$ cat src/sv/mvs_ram.sv
`timescale 1ns / 1ps
// Generic one-write, one-read RAM with registered read data.
// No dependencies.
module mvs_ram #(
    parameter int WIDTH = 8,
    parameter int DEPTH = 100
) (
    input  logic                     clk,
    input  logic                     we,
    input  logic [$clog2(DEPTH)-1:0] waddr,
    input  logic [WIDTH-1:0]         wdata,
    input  logic [$clog2(DEPTH)-1:0] raddr,
    output logic [WIDTH-1:0]         rdata
);

    logic [WIDTH-1:0] mem [DEPTH];
    logic [WIDTH-1:0] rdata_reg;

    always_ff @(posedge clk)
    begin
        if (we)
        begin
            mem[waddr] <= wdata;
        end
        rdata_reg <= mem[raddr];
    end

    assign rdata = rdata_reg;

endmodule

$ cat config.mk
export PLATFORM = sky130hd
export DESIGN_NAME = mvs_ram
export DESIGN_NICKNAME = d
export VERILOG_FILES = /design/src/sv/mvs_ram.sv
export SDC_FILE = /design/constraint.sdc
export NUM_CORES = 1
export LEC_CHECK = 0
export BUFFER_PORTS_ARGS = -buffer_cell sky130_fd_sc_hd__clkbuf_2
export CAP_MARGIN = 20
export CELL_PAD_IN_SITES_DETAIL_PLACEMENT = 0
export CELL_PAD_IN_SITES_GLOBAL_PLACEMENT = 2
export CORE_UTILIZATION = 39
export DETAILED_ROUTE_END_ITERATION = 8
export PLACE_DENSITY = 0.65
export SKIP_LAST_GASP = 1
export SYNTH_ARGS = -nofsm -noshare
export SYNTH_HDL_FRONTEND = slang
export SYNTH_SLANG_ARGS = --single-unit
$ cat constraint.sdc
create_clock -name clk -period 2.4 [get_ports clk]
set_clock_uncertainty 0.1 [all_clocks]
set_input_delay 0.36 -clock clk [delete_from_list [all_inputs] [get_ports clk]]
set_output_delay 0.36 -clock clk [all_outputs]
set_load 0.02 [all_outputs]
======== After elaboration in Yosys (flattened, before gate mapping) ========
Memories as Yosys holds them, arrays and structs flattened. A register that Yosys moved wholly into a read port is not among the register bits.
Index checks and enable logic that the tools add are counted.
storage, ports and cells
  memories ................................ 1
  input bits .............................. 24
  output and inout bits ................... 8
  memory bits (read-only) ................. 0
  bits in registers ....................... 0
  memory bits (writable) .................. 800
  logic and storage cells ................. 3
  latch bits .............................. 0
memories
  memory  depth  width  read ports  clocked after Yosys merged registers in  wr ports  RTL line  text
  mem     100    8      1           1                                        1         16        logic [WIDTH-1:0] mem [DEPTH];
cells by class
  muxes and demuxes ....................... 2
  magnitude comparators ................... 0
  add/subtract/negate cells ............... 0
  equal/unequal tests ..................... 0
  bitwise operators ....................... 0
  multipliers ............................. 0
  div/mod/pow operators ................... 0
  reduce and logical (&&, ||, !) cells .... 0
  shift operators ......................... 0
operators by type and width
  cell    number
  $mux 1  2

======== Longest topological paths before layout ========
  word-level depth ........................ 2
  gate-level depth with buffers ........... 8
  mapped depth without buffers ............ 5

======== Worst setup path before layout ========
No wires, ideal clock.
  path kind ............................... input to register
  from .................................... input port raddr[0]
  to ...................................... register rdata_reg[6], in the netlist rdata[6], read port of mem
  stages .................................. 6
  required time ........................... 2.170 ns
  data arrival time ....................... 1.956 ns
  buffers on the path ..................... 2
  library setup time ...................... 0.130 ns
  slack ................................... 0.214 ns
  cells stage by stage .................... buf_6 buf_2 mux4_2 mux4_2 o211ai_1 a32oi_1
RTL lines
  element      RTL line  text
  from (decl)  12        input logic [$clog2(DEPTH)-1:0] raddr,
  to (decl)    17        logic [WIDTH-1:0] rdata_reg;

==> impl_metrics.ini <==
[place]
place_congestion = 0.809
post-dp-hpwl_mm = 49.3
io_buffer_count = 31
placedCellCount = 2627
place_area_um2 = 34400

[sta]
rsz0062_at_grt = no
post-route-period-util = 0.859
setup_violations = 0
min_period_ps = 2060
slew_viol_final = 0
hold_ws_ps = 55.4
tns_ps = 0
worstMarginPinSlew_ps = 585
report.final.hold_viol_count = 0
fmax_mhz = 485
slew_headroom = 0.610

[clock_network]
cts_buffers = 82
clk_pin_slew_ps = 60
cts_hold_buf = 0
post-cts-setup-buffers = 0
htree_levels = 3
cts_tree = yes
numClockSinks = 808
cts_root_buf = clkbuf_16
clock_path_buffers = 3
clk_latency_ps = 630
cts_resized = 0

[power]
max-vdd-ir-drop_v = 0.000621
leakage_nw = 11.9
p_sw_mw = 6.17
p_seq_frac = 0.523
combPwrFrac = 0.054
p_int_mw = 23.7
pwr-share-clk = 0.423
power-per-cell-area_nw_per_um2 = 805
switching_share = 0.207

[yosys]
synth_area_leaders = edfxtp_1, mux4_2, nor2_1
syn_nets = 1408
synth.most_common_cell = edfxtp_1
ys_seq_elements = 808
ys_seq_area_frac = 0.777
synthArstFlopShare = 0
yosysTopAreaCell = edfxtp_1
netlist_area_um2 = 31100
synth-edff-count = 800
netlist.area_leader.share = 0.772
ys.flop_type = edfxtp_1
synth.distinct_cells = 35
postSynthCellCount = 1384
synth_common_cells = edfxtp_1, mux4_2, nor2_1
synth_area_per_cell_um2 = 22.5
yosys_warnings = 0

[setup_path]
cp.required_ps = 2790
crit_chain = mux4_2 -> mux4_2 -> o211ai_1 -> a32oi_1
cp.arrival_ps = 2450
cp_common_cell = mux4_2
path_max_fanout = 1
slowest_stage = mux4_2
crit_path_end_kind = flop
rrSetupSlack_ps = 340
crit_path_start_kind = flop
crit_type = flop to flop
cpPeakStageDelay_ps = 510

[layout]
seq_area_um2 = 24200
postLayoutCellArea_um2 = 37000
n_fill_cell = 6550
final_util = 0.469
drive_gt1_frac = 0.353
stdcell_count = 2769
largest_register_ffs = 800
final_nets = 1685
multi_input_area_um2 = 6530
area_growth_pct = 19.0

[grt]
grt_max_degree = 101
grt_antenna_before_repair = 2
grt_overflow = 0
grtUsageTotal = 0.188
grt_pass1_vias = 15901
grt_pass1_wl_mm = 110

[drt]
m1WireLength_mm = 31.8
viasPerCell = 5.38
wl_met2_mm = 36.2
wire_per_inst_um = 26.8
wl_mm = 74.1
dr_total_vias = 14888
drc = 0
dr_wl_met3_mm = 3.90
firstDrtPassIters = 5
ant_nets = 0
maxUsedRoutingLayer = met5
drtIter0Drc = 1386

[worst_hold_path]
hold_class = input pin to flop

[floorplanning]
chipHeight_um = 284
core_um2 = 79000
start_util = 0.394
die_x_um = 284
dieArea_um2 = 80900
rows = 103
io_pins = 32

[job]
cap_viol_max_count = 0

[run_status]
status = completed
==> path summary, 6_finish.rpt <==
| kind | endpoint | startpoint | depth (start not counted) |
|---|---|---|---|
| max | rdata[6]$_DFF_P_ | mem[82][6]$_DFFE_PP_ | 4 |
| min | mem[81][1]$_DFFE_PP_ | wdata[1] | 1 |
| min reg2reg | rdata[5]$_DFF_P_ | mem[98][5]$_DFFE_PP_ | 3 |
| max reg2reg | rdata[6]$_DFF_P_ | mem[82][6]$_DFFE_PP_ | 4 |
==> cell usage in the layout, fill, tap and decap left out, types with 11 or more instances in the layout <==
cell type / instances
clkinv_2: 11
mux2i_1: 12
clkbuf_2: 20
clkinv_1: 16
nand2_1: 22
buf_12: 34
nor2_1: 114
nand3_1: 22
clkbuf_16: 83
o22ai_1: 12
nor2b_1: 14
edfxtp_1: 800
a22oi_1: 26
buf_4: 211
mux4_2: 226
clkbuf_1: 13
==> critical path: cells and delay by family (launching register included) <==
family	cells	cell delay, ps
flops	1	370
compound gates	2	450
mux	2	1000
==> cell type report <==
cell class,instances,share of cell area
Sequential cell,808,0.653
Multi-Input combinational cell,500,0.176
Timing Repair Buffer,267,0.0645
Clock buffer,96,0.0574
Tap cell,1050,0.0355
Clock inverter,45,0.0134
Inverter,2,0.000203
Antenna cell,1,0.0000675
==> kinds of logic (layout without fill, tap and decap cells) <==
logic type             Yosys count  after routing  synth area share
AOI/OAI and AO/OA               57             57            0.0127
DFF                            808            808             0.777
and+or+nand+nor                204            204            0.0292
muxes                          239            239             0.168
buffers and inverters           76            410            0.0132
other                            0              1                 0
==> per-layer routing <==
layer / vias to the layer above / global-route usage
met5: - / 0
met4: 2 / 0.0602
met3: 109 / 0.0343
met2: 406 / 0.305
met1: 7960 / 0.259
li1: 6411 / -
==> power groups by stage <==
stage	Combinational (mW)	Sequential, mW	Clock [mW]
2_1_floorplan	0.767	15.9	0
3_3_place_gp	1.62	15.9	0
3_5_place_dp	1.64	15.9	0
4_1_cts	1.64	15.6	12.9
5_1_grt	1.71	15.6	13.4
6_report	1.61	15.6	12.6
==> per-stage QoR <==
step / setup slack (ps) / total power, mW
global placement: -174 / 17.5
CTS: 309 / 30.1
global route: 234 / 30.7
detailed placement: -176 / 17.5
floorplan: 214 / 16.7
finish: 339 / 29.8
No activity file was read; power rests on OpenSTA's default activity.
