==> config.mk <==
export PLATFORM = sky130hd
export DESIGN_NAME = mvs_div
export DESIGN_NICKNAME = d
export VERILOG_FILES = /design/src/sv/mvs_pkg.sv /design/src/sv/mvs_div.sv
export SDC_FILE = /design/constraint.sdc
export NUM_CORES = 1
export LEC_CHECK = 0
export BUFFER_PORTS_ARGS = -buffer_cell sky130_fd_sc_hd__buf_2
export CAP_MARGIN = 20
export CORE_MARGIN = 1
export CORE_UTILIZATION = 48
export DETAILED_ROUTE_END_ITERATION = 12
export GPL_TIMING_DRIVEN = 0
export PLACE_DENSITY = 0.74
export SKIP_CTS_REPAIR_TIMING = 1
export SYNTH_ARGS = -nofsm -noshare
export SYNTH_HDL_FRONTEND = slang
export SYNTH_SLANG_ARGS = --single-unit
==> constraint.sdc <==
create_clock -name clk -period 3.9 [get_ports clk]
set_input_delay 0.78 -clock clk [delete_from_list [all_inputs] [get_ports clk]]
set_output_delay 0.78 -clock clk [all_outputs]
set_load 0.005 [all_outputs]
==> src/sv/mvs_pkg.sv <==
`timescale 1ns / 1ps
// Shared types and constants for the VBR header reader and seek unit.
// No dependencies; mvs_div and the top level import this package.
package mvs_pkg;

    localparam int TABLE_LEN  = 100;
    localparam int TBL_AW     = 7;
    localparam int DIV_W      = 74;
    localparam int LEN_W      = 32;
    localparam int CFG_IDX_W  = 1;

    localparam logic [31:0] TAG_XING  = 32'h5869_6E67;
    localparam logic [31:0] TAG_INFO  = 32'h496E_666F;
    localparam logic [10:0] SAMPLES_PER_FRAME = 11'd1152;
    // Largest frame count whose sample count fits 32 bits.
    localparam logic [31:0] FRAME_LIMIT = 32'd3728270;
    localparam logic [6:0]  LAST_PCT    = 7'd99;

    localparam logic [CFG_IDX_W-1:0] CFG_FILE_SIZE     = 1'b0;
    localparam logic [CFG_IDX_W-1:0] CFG_EST_SAMPLES   = 1'b1;

    localparam logic RES_SUMMARY = 1'b0;
    localparam logic RES_SEEK    = 1'b1;
    localparam logic ACT_BYTE    = 1'b0;

    typedef enum logic [1:0] {
        PH_SEARCH,
        PH_COLLECT,
        PH_DONE
    } phase_t;

    typedef enum logic [3:0] {
        SK_IDLE,
        SK_PCT,
        SK_RD_LO,
        SK_RD_HI,
        SK_MUL,
        SK_SUM,
        SK_PROD_LO,
        SK_PROD_HI,
        SK_DIV,
        SK_DONE
    } sk_t;

endpackage

==> src/sv/mvs_div.sv <==
`timescale 1ns / 1ps
// Restoring divider, one quotient bit per cycle.
// Uses mvs_pkg for default widths.
module mvs_div import mvs_pkg::*; #(
    parameter int DW = DIV_W,
    parameter int VW = LEN_W
) (
    input  logic          clk,
    input  logic          rst_n,
    input  logic          go,
    input  logic [DW-1:0] dividend,
    input  logic [VW-1:0] divisor,
    output logic          busy,
    output logic          done,
    output logic [DW-1:0] quot,
    output logic [VW-1:0] rem
);

    localparam int CW = $clog2(DW + 1);

    logic [DW-1:0] q_reg;
    logic [VW-1:0] r_reg, d_reg;
    logic [CW-1:0] cnt_reg;
    logic          busy_reg, done_reg;
    logic [VW:0]   r_sh;
    logic          ge;

    assign r_sh = {r_reg, q_reg[DW-1]};
    assign ge   = r_sh >= {1'b0, d_reg};

    always_ff @(posedge clk or negedge rst_n)
    begin
        if (!rst_n)
        begin
            busy_reg <= 1'b0;
            done_reg <= 1'b0;
            cnt_reg  <= '0;
        end
        else
        begin
            done_reg <= 1'b0;
            if (go)
            begin
                busy_reg <= 1'b1;
                cnt_reg  <= CW'(DW);
            end
            else if (busy_reg)
            begin
                cnt_reg <= cnt_reg - 1'b1;
                if (cnt_reg == CW'(1))
                begin
                    busy_reg <= 1'b0;
                    done_reg <= 1'b1;
                end
            end
        end
    end

    always_ff @(posedge clk)
    begin
        if (go)
        begin
            q_reg <= dividend;
            r_reg <= '0;
            d_reg <= divisor;
        end
        else if (busy_reg)
        begin
            q_reg <= {q_reg[DW-2:0], ge};
            r_reg <= ge ? VW'(r_sh - {1'b0, d_reg}) : r_sh[VW-1:0];
        end
    end

    assign busy = busy_reg;
    assign done = done_reg;
    assign quot = q_reg;
    assign rem  = r_reg;

    a_go_idle: assert property (@(posedge clk) disable iff (!rst_n) go |-> !busy_reg)
        else $error("divider started while busy");
    a_done_once: assert property (@(posedge clk) disable iff (!rst_n) done_reg |-> !busy_reg)
        else $error("divider done while still busy");
    a_done_after: assert property (@(posedge clk) disable iff (!rst_n)
        done_reg |-> $past(busy_reg))
        else $error("divider done without a run");

endmodule

Word-level counts from Yosys, hierarchy flattened
Cells that the tools add are included.
{"block": "op_classes", "addsub": 2, "mul": 0, "n_div": 0, "order_cmp": 1, "eq_ne": 1, "shifts": 0, "muxes": 11, "bitwise": 0, "reduce_logical": 1}
{"op": "$mux W74", "n": 2}
{"op": "$ge A33 B32 Y1", "n": 1}
{"op": "$mux W32", "n": 1}
{"op": "$sub A32 B32 Y32", "n": 1}
{"op": "$mux W7", "n": 2}
{"op": "$eq A7 B1 Y1 const B", "n": 1}
{"op": "$sub A7 B1 Y7 const B", "n": 1}
{"op": "$mux W1", "n": 6}
{"op": "$reduce_bool A2 Y1", "n": 1}
{"block": "totals", "ff_bits": 147, "latch_bits": 0, "ramBits": 0, "rom_bits": 0, "in_bits": 109, "output_inout_bits": 108, "memories": 0}

Logic depth before layout (Yosys ltp)
{"block": "logic_depth", "ltp_word": 4, "mapped_depth": 12, "depth_no_buf": 11}

Least setup slack after synthesis
OpenSTA, ideal clock, no wires.
{"block": "synth_path", "kind": "input-to-reg", "start": "input port go", "end": "register q_reg[0], in the netlist quot[0], enable pin", "t_arrival_ps": 2957, "required_time_ps": 3472, "slack_ps": 516, "path_stages": 5, "path_buffers": 3, "path_cell_list": "clkbuf_1 nor2_1 clkbuf_1 clkbuf_1 inv_1"}
{"block": "synth_between", "elab_chain_len": 1}
{"element": "start, declared", "line_no": "mvs_div.sv:10", "source": "input logic go,"}
{"element": "$reduce_bool A2 Y1 (no source line)"}
{"element": "end signal, assigned", "line_no": "mvs_div.sv:63", "source": "q_reg <= dividend;"}
{"element": "end signal, assigned", "line_no": "mvs_div.sv:69", "source": "q_reg <= {q_reg[DW-2:0], ge};"}
{"element": "end, declared", "line_no": "mvs_div.sv:21", "source": "logic [DW-1:0] q_reg;"}
No other way between the ends.
A chain may end at the register's enable or synchronous reset.

Worst setup path after layout
{"block": "layout_path", "start": "input port go", "end": "register q_reg[63], in the netlist quot[63], enable pin"}
The elaborated chain is that of the path after synthesis.

==> run_results.csv <==
group,metric,value,unit
power_and_ir_drop,total_power,3.93,mW
synthesis,synthesis.nets,830,
die,die_x,130,µm
critical_path,path_buf_inv,5,
synthesis,synthTopCellsByArea,"edfxtp_1, mux2_2, dfxtp_1",
clock_network,cts_made_buffers,17,
clock_network,cts.sinks,147,
critical_path,worstPathRequired,3.96,ns
critical_path,cp-start-kind,"input pin",
critical_path,critPathMostFrequentCell,"clkbuf_1",
detailed_routing,drt-total-wl,20700,µm
power_and_ir_drop,power_leakage,4.24,nW
critical_path,cp_max_fo,74,
detailed_routing,drtIter0Drc,451,
synthesis,avgSynthCellArea,11.5,µm²
final_layout,area_delta_synth_final,24.3,%
sta,hold_viol,0,
sta,finalCritPeriodShare,91.2,%
sta,finalMaxSlewViolations,0,
final_layout,largest_register_ffs,74,
job,cap_violations,0,
sta,worstMarginPinSlew,0.932,ns
global_route,grt_usage,25.0,%
final_layout,drive_gt1_share,37.8,%
status,status,"complete, no violations",
synthesis,yosysTopAreaCell,"edfxtp_1",
synthesis,yosys.cell_count.top_type,"edfxtp_1",
min_path,hold_class,"input pin to async pin",
global_route,grt_overflow,0,
die,rows,46,
synthesis,synthFlopType,"edfxtp_1",
die,die_area,16900,µm²
detailed_routing,via_per_inst,5.43,
global_route,grt_pass1_wl,31400,µm
clock_network,cts_root_buf,"clkbuf_16",
die,initial_core_util,49.5,%
clock_network,cts_tree,"built",
synthesis,netlist_top_cells_count,"edfxtp_1, mux2_2, nand2_1, nor2_1, inv_1",
critical_path,critPathKind,"input pin to flop",
synthesis,synth.lib_cells_used.distinct,65,
critical_path,path_cells,"buf_2, clkbuf_1, nor2_1, clkbuf_1, clkbuf_1, inv_4",
critical_path,crit_arrival,3.61,ns
place,routabilityCongestion,0.934,
sta,max_freq,281,MHz
global_route,first_global_vias,5965,
final_layout,fin_nets,1065,
synthesis,synth_cells,686,
power_and_ir_drop,irDropWorstVdd,0.000310,V
critical_path,cp_slowest_stage_delay,0.76,ns
place,port_buffers,216,
sta,skew,0.0128,ns
sta,setup_viol,0,
critical_path,cp_slowest_cell,"inv_4",
clock_network,clock_latency,0.44,ns
critical_path,path_delay_family,"buffers and inverters",
global_route,antenna_found_initial,0,
sta,relSlewSlack,37.9,%
synthesis,async_reset_ff_share,6.12,%
clock_network,cts.reportedPaths.clkPinSlew,0.06,ns
critical_path,worst_setup_path_end_kind,"flop",
clock_network,clock_path_buffers,2,
sta,rsz0062_at_grt,"false",
synthesis,synth_area,7880,µm²
sta,period_minus_slack,3.56,ns
die,die_y,130,µm
synthesis,synth-edff-count,106,
detailed_routing,ant_nets,0,
sta,finalSetupTns,0,ns
detailed_routing,wl_per_cell,18.0,µm
detailed_routing,post-route-drc-count,0,
global_route,grt_max_degree,75,
detailed_routing,first_pass_iters,5,
die,core,15900,µm²
synthesis,synth_top_area_share,40.4,%
final_layout,n_antenna_cell,0,
synthesis,ys_seq_area_share,51.4,%
clock_network,htreeDepth,4,
synthesis,yosys_warnings,0,
synthesis,synth_seq_cells,147,
power_and_ir_drop,powerDensity,401,nW/µm²
place,place_hpwl,15400,µm
detailed_routing,vias,6244,
die,pin_count,217,
-- placed cells by master, fill, tap and decap left out, types with 10 or more instances in the layout --
cell type,instances
mux2i_1,21
o21ai_0,23
nand2_1,54
clkbuf_1,13
dfxtp_1,32
buf_2,226
nor2_1,44
a21oi_1,32
a21o_1,10
inv_1,40
edfxtp_1,106
clkbuf_16,17
xnor2_1,22
xor2_1,11
ha_1,34
o21ai_1,15
mux2_2,74
nand3_1,12
-- stage by stage --
stage	hold slack (ns)	setup slack (ns)	instances	area, µm²	util, %
4_1_cts	0.190	0.325	1150	9800	61.5
2_1_floorplan	0.470	0.516	686	7880	-
3_3_place_gp	0.479	-1.52	1118	9240	57.9
3_5_place_dp	0.478	-0.132	1118	9240	57.9
5_1_grt	0.202	0.0912	1150	9800	61.5
6_report	0.196	0.342	1150	9800	61.5
-- layout make-up --
class,instances,area [µm²]
inverters,41,156
clock buffers,19,433
fillers,1315,6150
clock inverters,13,126
multi-input cells,463,3500
repair buffers,216,1080
plain buffers,35,185
well taps,216,270
flip-flops and latches,147,4050
-- power by group --
| group | total (mW) | switching [mW] | internal [mW] |
|---|---|---|---|
| Sequential | 1.87 | 0.0638 | 1.81 |
| Combinational | 0.477 | 0.236 | 0.242 |
| Clock | 1.58 | 0.691 | 0.887 |
| Total | 3.93 | 0.991 | 2.94 |
-- worst reg2reg max path: stages (launching register included) --
cell and delay, ns:
edfxtp_1 0.32, inv_1 0.04, ha_1 0.25, buf_2 0.20, nand4_1 0.28, nor4_1 0.33
nand2_1 0.15, a21oi_2 0.25, o32ai_2 0.15, nor2_4 0.35, buf_8 0.23, nand2_2 0.16
o221ai_1 0.24
-- final timing paths --
path | startpoint | end | slack (ns) | depth (start not counted)
max reg2reg | d_reg[27] | rem[19] | 0.86 | 12
max in group asynchronous | rst_n | done | 3.51 | 1
min | rst_n | cnt_reg[6] | 0.20 | 1
min in group clk | rem[12] | rem[12] | 0.48 | 2
min reg2reg | rem[12] | rem[12] | 0.48 | 2
max | go | quot[63] | 0.34 | 6
-- per-layer routing --
metal	vias to the layer above	global-route usage [%]	share of wire, %
li1	2999	-	-
met1	2960	30.1	41
met2	257	42.6	49
met3	28	7.71	8.3
met4	0	8.14	1.9
met5	-	0	0
-- cell families (layout without fill, tap and decap cells) --
| logic type | count (synthesis) | count (layout) | share of synthesized area [%] |
|---|---|---|---|
| adders and majority gates | 35 | 35 | 5.65 |
| xor gates and xnor gates | 33 | 33 | 3.67 |
| and+or+nand+nor | 161 | 161 | 10.0 |
| muxes | 96 | 96 | 13.4 |
| AOI/OAI and AO/OA | 138 | 138 | 11.6 |
| DFF | 147 | 147 | 51.4 |
| buffers and inverters | 76 | 324 | 4.30 |
Note: power is estimated with default switching activity, not from simulation.
